--- src/hdl/lfcrc_pkg.sv ---
// ----------------------------------------------------------------------------
// lfcrc_pkg
// Shared types, constants and the byte-wide CRC-16 update for the
// length-framed response checker.
// ----------------------------------------------------------------------------
package lfcrc_pkg;

    localparam int unsigned FIFO_DEPTH = 4;

    localparam logic [15:0] CRC_PRESET = 16'hFFFF;
    localparam logic [15:0] CRC_POLY   = 16'h8408;
    localparam logic [7:0]  MIN_LENGTH = 8'd4;

    typedef enum logic [2:0] {
        ROLE_LENGTH  = 3'd0,
        ROLE_COMMAND = 3'd1,
        ROLE_STATUS  = 3'd2,
        ROLE_PAYLOAD = 3'd3,
        ROLE_CRC_HI  = 3'd4,
        ROLE_CRC_LO  = 3'd5,
        ROLE_BAD_LEN = 3'd6
    } role_t;

    typedef struct packed {
        logic [7:0] value;
        role_t      role;
    } item_t;

    typedef struct packed {
        logic [7:0] value;
        role_t      role;
        logic       frame_end;
        logic       crc_match;
    } result_t;

    function automatic logic [15:0] crc_feed(input logic [15:0] crc, input logic [7:0] b);
        logic [15:0] c;
        c = crc ^ {8'h00, b};
        for (int k = 0; k < 8; k++)
        begin
            if (c[0])
                c = (c >> 1) ^ CRC_POLY;
            else
                c = c >> 1;
        end
        return c;
    endfunction

endpackage

--- src/hdl/lfcrc_back.sv ---
// ----------------------------------------------------------------------------
// lfcrc_back
// Runs the CRC over tagged words, compares at the CRC low word and holds
// the result in the output register.
// ----------------------------------------------------------------------------
module lfcrc_back
(
    input  logic                clk,
    input  logic                rst_n,
    input  logic                pop_valid,
    output logic                pop_ready,
    input  lfcrc_pkg::item_t    pop_item,
    output logic                m_tvalid,
    input  logic                m_tready,
    output logic [7:0]          m_tdata,    // [7:0] byte_value
    output logic [3:0]          m_tuser,    // [2:0] byte_role, [3] crc_match
    output logic                m_tlast     // frame_end
);

    logic                 out_valid_reg;
    lfcrc_pkg::result_t   out_reg, out_next;
    logic [15:0]          crc_reg, crc_next;
    logic [7:0]           crc_hi_reg, crc_hi_next;
    logic                 pop;

    assign pop_ready = !out_valid_reg || m_tready;
    assign pop       = pop_valid && pop_ready;

    always_comb
    begin
        crc_next           = crc_reg;
        crc_hi_next        = crc_hi_reg;
        out_next.value     = pop_item.value;
        out_next.role      = pop_item.role;
        out_next.frame_end = 1'b0;
        out_next.crc_match = 1'b0;
        unique case (pop_item.role)
            lfcrc_pkg::ROLE_LENGTH:
            begin
                crc_next = lfcrc_pkg::crc_feed(lfcrc_pkg::CRC_PRESET, pop_item.value);
            end
            lfcrc_pkg::ROLE_COMMAND, lfcrc_pkg::ROLE_STATUS, lfcrc_pkg::ROLE_PAYLOAD:
            begin
                crc_next = lfcrc_pkg::crc_feed(crc_reg, pop_item.value);
            end
            lfcrc_pkg::ROLE_CRC_HI:
            begin
                crc_hi_next = pop_item.value;
            end
            lfcrc_pkg::ROLE_CRC_LO:
            begin
                out_next.frame_end = 1'b1;
                out_next.crc_match = ({crc_hi_reg, pop_item.value} == crc_reg);
                crc_next           = lfcrc_pkg::CRC_PRESET;
                crc_hi_next        = 8'd0;
            end
            default:
            begin
                crc_next    = lfcrc_pkg::CRC_PRESET;
                crc_hi_next = 8'd0;
            end
        endcase
    end

    always_ff @(posedge clk)
    begin
        if (pop)
            out_reg <= out_next;
    end

    always_ff @(posedge clk or negedge rst_n)
    begin
        if (!rst_n)
        begin
            out_valid_reg <= 1'b0;
            crc_reg       <= lfcrc_pkg::CRC_PRESET;
            crc_hi_reg    <= 8'd0;
        end
        else
        begin
            if (pop_ready)
                out_valid_reg <= pop_valid;
            if (pop)
            begin
                crc_reg    <= crc_next;
                crc_hi_reg <= crc_hi_next;
            end
        end
    end

    assign m_tvalid = out_valid_reg;
    assign m_tdata  = out_reg.value;
    assign m_tuser  = {out_reg.crc_match, out_reg.role};
    assign m_tlast  = out_reg.frame_end;

    a_match_only_at_end: assert property (@(posedge clk) disable iff (!rst_n)
        out_valid_reg && out_reg.crc_match |-> out_reg.frame_end
            && (out_reg.role == lfcrc_pkg::ROLE_CRC_LO))
        else $error("crc_match set outside frame end");

    a_crc_preset_after_end: assert property (@(posedge clk) disable iff (!rst_n)
        pop && (pop_item.role == lfcrc_pkg::ROLE_CRC_LO)
            |=> (crc_reg == lfcrc_pkg::CRC_PRESET) && (crc_hi_reg == 8'd0))
        else $error("crc state not preset after frame end");

endmodule

--- config.mk ---
export PLATFORM = sky130hd
export DESIGN_NAME = lfcrc_back
export DESIGN_NICKNAME = d
export VERILOG_FILES = /design/src/hdl/lfcrc_pkg.sv /design/src/hdl/lfcrc_back.sv
export SDC_FILE = /design/constraint.sdc
export NUM_CORES = 1
export LEC_CHECK = 0
export BUFFER_PORTS_ARGS = -buffer_cell sky130_fd_sc_hd__buf_2
export CORE_ASPECT_RATIO = 0.6
export CORE_MARGIN = 1
export CORE_UTILIZATION = 57
export CTS_CLUSTER_SIZE = 30
export DETAILED_ROUTE_END_ITERATION = 7
export PLACE_DENSITY = 0.79
export REMOVE_ABC_BUFFERS = 1
export SYNTH_ARGS = -nofsm -noshare
export SYNTH_HDL_FRONTEND = slang
export SYNTH_SLANG_ARGS = --single-unit
export TNS_END_PERCENT = 100
--- constraint.sdc ---
create_clock -name clk -period 1.8 [get_ports clk]
set_input_delay 0.27 -clock clk [delete_from_list [all_inputs] [get_ports clk]]
set_output_delay 0.27 -clock clk [all_outputs]
set_load 0.1 [all_outputs]
* Word level (Yosys, flattened, before mapping)
Cells that the tools add are included.
Word-level totals: bits in read-only memories 0, bits in latches 0, RAM bits 0, flip-flop bits (word level) 38, output and inout bits 15, memories 0, logic and storage cells 74, bits of input ports 15
Operators by class: equality and inequality tests 6, add/sub/neg operators 0, multipliers 0, muxes and demuxes 33, div/mod/pow operators 0, reductions and logical operators 8, shift-type cells 0, bitwise operators 20, $lt $le $gt $ge 0
Operator list (count):
- 2-to-1 mux 16 bit | 30
- NOT 2 -> 3 bit | 16
- one-hot mux 16 bit (3 select lines) | 1
- equality test 16 bit | 1
- NOT 8 -> 16 bit | 1
- one-hot mux 8 bit (2 select lines) | 1
- XOR 16 x 8 -> 16 bit | 1
- equality test 3 x 2 -> 1 bit (second input constant) | 2
- equality test 3 bit (second input constant) | 2
- AND reduction 2 bit | 2
- OR reduction 4 bit | 1
- equality test 3 x 1 -> 1 bit (second input constant) | 1
- logical NOT 3 bit | 1
- OR reduction 3 bit | 1
- 2-to-1 mux 2 bit | 1
- NOT 1 bit | 2
- logical AND 1 bit | 1
- logical NOT 1 bit | 1
- logical OR 1 bit | 1

* Logic depth before layout (Yosys ltp)
Gate-level depths: netlist of run 1.
word-level depth 25, gate-level depth with buffers 6, mapped depth without buffers 4

* Worst setup path after synthesis of run 1
Ideal clock, no wire load.
path type reg2reg, start register out_valid_reg (netlist: m_tvalid), end register crc_reg[10], clock period less this slack 2.635 ns, cell stages (with the launch flop) 6, arrival time 2.560 ns, setup slack -0.835 ns, path buffers 1, library setup time 0.075 ns, required time 1.725 ns, cells stage by stage dfrtp_1 > nand2b_2 > and2_1 > a21boi_2 > buf_2 > a2bb2oi_1
On the way: longest elaborated chain between the ends 4
Ends and longest elaborated chain:
- from (decl) | line lfcrc_back.sv:20 | logic out_valid_reg;
- from (signal assigned) | line lfcrc_back.sv:82 | out_valid_reg <= pop_valid;
- logical NOT 1 bit | line lfcrc_back.sv:26 | assign pop_ready = !out_valid_reg || m_tready;
- logical OR 1 bit | line lfcrc_back.sv:26
- named net pop_ready | line lfcrc_back.sv:11 | output logic pop_ready,
- logical AND 1 bit | line lfcrc_back.sv:27 | assign pop = pop_valid && pop_ready;
- named net pop | line lfcrc_back.sv:24 | logic pop;
- AND reduction 2 bit (no line)
- to (signal assigned) | line lfcrc_back.sv:76 | crc_reg <= lfcrc_pkg::CRC_PRESET;
- to (signal assigned) | line lfcrc_back.sv:85 | crc_reg <= crc_next;
- to (decl) | line lfcrc_back.sv:22 | logic [15:0] crc_reg, crc_next;
The timed path passes the listed nets, and every way through them passes these cells. A chain may end at the register's enable or synchronous reset.

* Final worst setup path of run 1
start register out_valid_reg (netlist: m_tvalid), end register crc_reg[7]
On the way: longest elaborated chain between the ends 4
Ends and longest elaborated chain (line):
- logical NOT 1 bit | lfcrc_back.sv:26
- logical OR 1 bit | lfcrc_back.sv:26
- logical AND 1 bit | lfcrc_back.sv:27
- named net pop | lfcrc_back.sv:24
- AND reduction 2 bit (no line)
The timed path passes the listed nets, and every way through them passes these cells.

==> results.ini, run 1 <==
[status]
status = complete, no violations

[finish]
layout_commonest_cell = xnor2_1
synthToLayoutAreaGrowth_pct = 11.7
n_fill_cell = 249
multi_input_area_um2 = 957
mostFrequentLayoutCells = xnor2_1 (38), buf_2 (29), nand2_1 (18)
antenna_cells = 0
nNetsFinal = 227
seqCellArea_mm2 = 0.00104
largest_reg_flops = 16
drive_above_1_share_pct = 30.0

[logic_synthesis]
yosys_warnings = 0
async_reset_ff_share_pct = 65.8
ys.flop_type = dfstp_2
synth_edf_count = 13
synthCells = 185
seq_area_frac_synth_pct = 49.6
synth_seq_cells = 38
syn_avg_cell_area_um2 = 11.3
syn-cell-area_mm2 = 0.00209
yosysUniqueCellTypes = 39

[route]
drt_pass1_iterations = 4
finalWirelength_mm = 4.36
vias = 1449
avgRoutedWirePerCell_um = 16.9
dr.first_iter.drc_count = 90
vias_per_cell = 5.62
drc = 0
ant_nets = 0

[sta]
slew_headroom_pct = 48.7
skew_ns = 0.00510
max_freq_mhz = 623
fin_crit_sh_pct = 89.2
fin_ws_ns = 0.194
rsz0062_at_grt = false
whs_ns = 0.206
layout_min_cycle_time_ns = 1.61
hold_viol = 0
setup_tns_ns = 0
setup_viol = 0
drv_slew = 0
worst_pin_slew_ns = 0.765

[pwr]
peakVddDrop_uv = 659
power.total_mw = 3.40
power_density_mw_per_mm2 = 1460
leakagePower_nw = 0.922

[cts]
post_cts_buffers = 0
ctsHtreeMaxLevel = 2
cts_root_buf = clkbuf_8
clkTransAtPathRegs_ns = 0.07
tritoncts.num_buffers = 5
clock_latency_ns = 0.29
cts_tree = yes
clockBufferDepth = 2
cts.sinks = 38

[die]
die_w_um = 80.2
core_mm2 = 0.00338
start_util_pct = 61.8
dieArea_mm2 = 0.00392
rows = 16
ios = 30
die_h_um = 48.9

[run]
max_cap_viol_count = 0

[critical_path]
r2r_slack_ns = 0.19
cp_slowest_cell = a21boi_2
timing.rr.start = m_tvalid
start_kind = register
worst_path_largest_cell_delay_ns = 0.62
critical_path_arrival_ns = 1.85
critical_path_class = reg -> reg
critPathBufInv = 0
crit_path_end_kind = register
crit_chain = nand2b_2, and2_1, a21boi_2, o32a_1
r2r-end = crc_reg[7]
r2r_cells = 4
cpLargestDelayFamily = compound AO/OA/AOI/OAI gates
cp.required_ns = 2.04
path_max_fanout = 15

[grt]
antenna_found_initial = 0
grt_overflow = 0
grt_pass1_wl_mm = 7.29
grt_max_degree = 26
grt.total_usage_pct = 25.8
first_global_vias = 1446

[min_path]
hold_depth = 1
min_path_type = in -> reg
hold-path-endpoint = m_tuser[2]
hp-start = pop_item[2]

[placed_design]
hpwlAfterDp_mm = 3.16
gp_congestion = 0.879
io_buffers = 29
place_ws_ns = 0.207

==> final cells by class <==
class                   instances  share of cell area, %
repair buffers                 35                   8.25
well taps                      45                   2.41
flip-flops and latches         38                   44.3
inverters                       1                  0.161
clock buffers                   8                   3.86
multi-input cells             131                   41.0
==> how the worst max path moves through the flow <==
stage                   from  slack (ns)    endpoint  cells past startpoint
finish              m_tvalid        0.19  crc_reg[7]                      4
global route        m_tvalid        0.08  crc_reg[0]                      4
CTS                 m_tvalid        0.20  crc_reg[7]                      4
detailed placement  m_tready        0.21  crc_reg[7]                      5
global placement    m_tready        0.24  crc_reg[7]                      5
floorplan           m_tvalid       -0.86  crc_reg[0]                      4
==> kinds of logic after synthesis <==
group / count (synthesis) / share of synthesized area (%)
flops: 38 / 49.6
simple gates: 47 / 11.0
compound gates: 35 / 12.7
mux: 3 / 1.44
xor+xnor: 46 / 20.7
buf+inv: 16 / 4.67
==> power breakdown <==
part	internal, mW	switching, mW
combinational	0.675	0.699
clock	0.312	0.292
sequential	1.19	0.235
==> metal layers <==
layer / GRT usage [%] / up-vias / share of wire, %
met3: 5.61 / 9 / 6.0
met1: 37.3 / 707 / 49
met4: 11.0 / 0 / 1.7
li1: - / 692 / -
met2: 37.7 / 41 / 43
met5: 0 / - / 0
==> through the flow <==
| step | util [%] | std cells | instance area, µm² |
|---|---|---|---|
| 2_1_floorplan | - | 170 | 2000 |
| 3_3_place_gp | 66.1 | 249 | 2240 |
| 3_5_place_dp | 66.1 | 249 | 2240 |
| 4_1_cts | 69.0 | 258 | 2340 |
| 5_1_grt | 69.0 | 258 | 2340 |
| 6_report | 69.0 | 258 | 2340 |
==> synth_stat cells (all sizes together), types with 2 or more instances <==
cell type,instances,share of area (%)
xor2,5,2.5
nor3,2,0.48
dfrtp,9,11
o211ai,2,0.72
xnor2,41,18
edfxtp,13,19
clkbuf,3,0.54
buf,12,3.9
a2bb2oi,10,4.2
o211a,2,0.96
dfstp,16,20
nand2b,2,0.72
nand3,3,0.72
nor2,9,1.7
or4,2,0.72
nand4,3,0.90
mux2i,3,1.4
and3,4,1.2
o32a,2,0.96
o21ai,11,2.6
o21bai,3,1.1
a21boi,2,0.90
nand2,18,3.2
==> worst register-to-register path, stage by stage, from the launching register on <==
cell and delay, ns:
dfrtp_1 0.38, nand2b_2 0.11, and2_1 0.16, a21boi_2 0.62, o32a_1 0.28
==> what timing repair did <==
item | CTS | global route
gates resized for setup | 0 | 0
hold buffers | 1 | 0
hold endpoints to repair | 9 | 0
No activity file was read; power rests on OpenSTA's default activity.
==> run 2, diff against run 1 <==
Settings changed: MAX_ROUTING_LAYER set to met4.
==> results.ini, run 2 (same netlist as run 1, synthesis figures left out) <==
[critical_path]
cp-startpoint = m_tvalid
cp.required_ns = 2.04
r2r_cells = 4
crit_chain = nand2b_2, and2_1, a21boi_2, o32a_1
timing.rr.start = m_tvalid
start_kind = register
critical_path_arrival_ns = 1.85
path_max_fanout = 15
critPathBufInv = 0
r2r_slack_ns = 0.19
endpoint = crc_reg[7]
cp_slowest_cell = a21boi_2
r2r-end = crc_reg[7]
critical_path_class = reg -> reg
worstSetupPathDepth = 4
crit_path_end_kind = register
worst_path_largest_cell_delay_ns = 0.62
cpLargestDelayFamily = compound AO/OA/AOI/OAI gates

[die]
rows = 16
ios = 30
start_util_pct = 61.8
die_w_um = 80.2
dieArea_mm2 = 0.00392
die_h_um = 48.9
core_mm2 = 0.00338

[finish]
nNetsFinal = 227
final_util_pct = 69.0
largest_reg_flops = 16
layout_commonest_cell = xnor2_1
n_fill_cell = 249
antenna_cells = 0
drive_above_1_share_pct = 30.0
mostFrequentLayoutCells = xnor2_1 (38), buf_2 (29), nand2_1 (18)
synthToLayoutAreaGrowth_pct = 11.7

[grt]
met3_usage_pct = 5.61
first_global_vias = 1442
antenna_found_initial = 0
grt_overflow = 0
use_met1_pct = 37.7
gr-max-usage-layer = met1
grt.total_usage_pct = 26.7
grt_max_degree = 26
use_met2_pct = 37.5
grt_pass1_wl_mm = 7.30

[placed_design]
io_buffers = 29
gp_congestion = 0.893
hpwlAfterDp_mm = 3.16

[pwr]
combPwrFrac_pct = 40.5
power_density_mw_per_mm2 = 1460
p_clk_share_pct = 17.8
internal_power_mw = 2.18
p_sw_share_pct = 36.1
peakVddDrop_uv = 668
seqPwrFrac_pct = 41.7
power_switching_mw = 1.23
leakagePower_nw = 0.922

[status]
status = complete, no violations

[route]
drt_pass1_iterations = 4
vias_per_cell = 5.64
dr.first_iter.drc_count = 102
drc = 0
vias = 1455
ant_nets = 0
avgRoutedWirePerCell_um = 17.0
finalWirelength_mm = 4.39

[sta]
slew_headroom_pct = 48.5
skew_ns = 0.00495
setup_viol = 0
max_freq_mhz = 622
hold_viol = 0
drv_slew = 0
layout_min_cycle_time_ns = 1.61
setup_tns_ns = 0
rsz0062_at_grt = false
fin_crit_sh_pct = 89.3
worst_pin_slew_ns = 0.768
whs_ns = 0.207

[min_path]
hp-start = pop_item[2]
min_path_type = in -> reg

[run]
max_cap_viol_count = 0

[cts]
cts_hold_buf = 1
clockBufferDepth = 2
clkTransAtPathRegs_ns = 0.07
ctsHtreeMaxLevel = 2
ctsResizeCount = 0
cts_root_buf = clkbuf_8
post_cts_buffers = 0
tritoncts.num_buffers = 5
clock_latency_ns = 0.30
cts.sinks = 38
cts_tree = yes

[run 2: cell counts in the layout (fill, tap and decap cells not counted)]
No cell type changed its count.
[run 2: area by class of cell]
cell class / instances / area [µm²] / area share [%]
tap: 45 / 56.3 / 2.41
timing repair buffer: 35 / 193 / 8.25
inverter: 1 / 3.75 / 0.161
multi-input combinational: 131 / 957 / 41.0
clock buffer: 8 / 90.1 / 3.86
sequential: 38 / 1040 / 44.3
[run 2: worst min path at each step]
stage	cells past startpoint	end
after floorplan	0	crc_hi_reg[0]
after global routing	1	m_tuser[2]
after CTS	1	m_tuser[2]
after global placement	1	crc_hi_reg[3]
final	1	m_tuser[2]
after detailed placement	1	crc_hi_reg[3]
[run 2: power groups by stage]
stage	clock network [mW]	logic (mW)	registers (mW)
after floorplan	0	1.00	1.50
after detailed placement	0	1.36	1.43
after CTS	0.616	1.37	1.42
final	0.605	1.38	1.42
after global placement	0	1.33	1.42
after global routing	0.646	1.49	1.45
[run 2: worst reg2reg max path: cells and delay by family, from the launching register on]
| kind | cells | cell delay [ns] |
|---|---|---|
| AND/OR/NAND/NOR | 2 | 0.27 |
| AO/OA/AOI/OAI | 2 | 0.90 |
| flip-flops | 1 | 0.38 |
[run 2: routing by layer]
layer  part of all wire (%)  up-vias
met1                     47      699
li1                       -      692
met2                     43       57
met4                    1.5        0
met5                      0        -
met3                    8.0        7
[run 2: metrics by stage]
step / instances / power, mW / setup WS [ns] / cell area (µm²)
floorplan: 170 / 2.50 / -0.862 / 2000
global placement: 249 / 2.75 / 0.243 / 2240
detailed placement: 249 / 2.80 / 0.207 / 2240
CTS: 258 / 3.41 / 0.200 / 2340
global route: 258 / 3.59 / 0.0816 / 2340
finish: 258 / 3.40 / 0.192 / 2340
==> run 3, diff against run 2 <==
Settings changed: GPL_TIMING_DRIVEN set to 0.
==> results.ini, run 3 (same netlist as run 1, synthesis figures left out) <==
[status]
status = complete, no violations

[critical_path]
cp.required_ns = 2.02
crit_path_end_kind = register
critPathBufInv = 0
r2r_cells = 4
cpLargestDelayFamily = simple AND/OR/NAND/NOR gates
cp-startpoint = m_tvalid
critical_path_class = reg -> reg
crit_chain = nand2b_2, and3_1, nand2_1, o32a_1
endpoint = crc_reg[0]
worstSetupPathDepth = 4
start_kind = register
critical_path_arrival_ns = 1.90
worst_path_largest_cell_delay_ns = 0.55
cp_slowest_cell = and3_1
r2r-end = crc_reg[0]
timing.rr.start = m_tvalid
r2r_slack_ns = 0.12
path_max_fanout = 14

[cts]
cts.sinks = 38
clkTransAtPathRegs_ns = 0.07
ctsHtreeMaxLevel = 2
cts_tree = yes
clock_latency_ns = 0.30
cts_root_buf = clkbuf_8
clockBufferDepth = 2
tritoncts.num_buffers = 5

[die]
dieArea_mm2 = 0.00392
start_util_pct = 61.8
core_mm2 = 0.00338
rows = 16
die_h_um = 48.9
ios = 30
die_w_um = 80.2

[finish]
antenna_cells = 0
nNetsFinal = 223
layout_commonest_cell = xnor2_1
n_fill_cell = 250
drive_above_1_share_pct = 29.7
synthToLayoutAreaGrowth_pct = 13.3
mostFrequentLayoutCells = xnor2_1 (38), buf_2 (29), nand2_1 (18)
largest_reg_flops = 16
final_util_pct = 70.0

[sta]
hold_viol = 0
fin_ws_ns = 0.123
max_freq_mhz = 596
skew_ns = 0.00883
setup_viol = 0
fin_crit_sh_pct = 93.2
slew_headroom_pct = 28.3
layout_min_cycle_time_ns = 1.68
worst_pin_slew_ns = 1.07
drv_slew = 0

[pwr]
power_density_mw_per_mm2 = 1540
power.total_mw = 3.66
leakagePower_nw = 0.931
peakVddDrop_uv = 746

[placed_design]
hpwlAfterDp_mm = 3.04
place_ws_ns = -0.376
gp_congestion = 0.865
io_buffers = 29

[route]
avgRoutedWirePerCell_um = 17.7
ant_nets = 0
dr.first_iter.drc_count = 115
finalWirelength_mm = 4.50
vias = 1497
vias_per_cell = 5.89
drc = 0
drt_pass1_iterations = 4

[grt]
grt_pass1_wl_mm = 7.26
grt_max_degree = 26
grt_overflow = 0
grt.total_usage_pct = 27.0
first_global_vias = 1393
antenna_found_initial = 0

[min_path]
min_path_type = in -> reg

[run]
max_cap_viol_count = 0

-- run 3: worst min path at each step --
stage / startpoint / endpoint / slack, ns / depth (start not counted)
floorplan: rst_n / crc_hi_reg[0] / -0.03 / 0
global placement: rst_n / crc_hi_reg[3] / 0.29 / 1
detailed placement: rst_n / crc_hi_reg[3] / 0.29 / 1
CTS: pop_item[7] / m_tdata[4] / 0.21 / 1
global route: pop_item[7] / m_tdata[4] / 0.21 / 1
finish: pop_valid / m_tvalid / 0.21 / 2
-- run 3: worst register-to-register path, stage by stage, from the launching register on --
cell      delay (ns)
dfrtp_1         0.38
nand2b_2        0.11
and3_1          0.56
nand2_1         0.17
o32a_1          0.38
-- run 3: where the power goes --
part	switching, mW	total [mW]	internal, mW
clock	0.308	0.856	0.548
sequential	0.237	1.43	1.19
combinational	0.701	1.37	0.674
total	1.25	3.66	2.41
-- run 3: stage by stage --
step | hold WS (ns) | setup TNS (ns) | std cells | instance area (µm²)
6_report | 0.213 | 0 | 254 | 2370
5_1_grt | 0.210 | -0.00687 | 254 | 2370
4_1_cts | 0.209 | 0 | 253 | 2350
3_5_place_dp | 0.295 | -4.93 | 244 | 2200
3_3_place_gp | 0.290 | -4.15 | 244 | 2200
2_1_floorplan | -0.0256 | -23.11 | 170 | 2000
-- run 3: final cells by class --
cell class / instances / area, µm² / area share, %
tap: 45 / 56.3 / 2.38
multi-input combinational: 131 / 966 / 40.8
clock buffer: 5 / 68.8 / 2.90
timing repair buffer: 31 / 175 / 7.39
inverter: 1 / 3.75 / 0.158
sequential: 38 / 1040 / 43.7
clock inverter: 3 / 63.8 / 2.69
-- run 3: timing repair --
item,in CTS,in global routing
endpoints found under the setup margin,15,15
hold buffers,1,0
resized for setup,2,0
setup buffers,0,1
hold endpoints to repair,9,0
-- run 3: per-layer routing --
layer | routed length, µm | GRT usage, % | vias up
li1 | - | - | 689
met1 | 2080 | 36.9 | 721
met2 | 1930 | 37.9 | 81
met3 | 429 | 7.48 | 6
met4 | 54 | 11.6 | 0
met5 | 0 | - | -
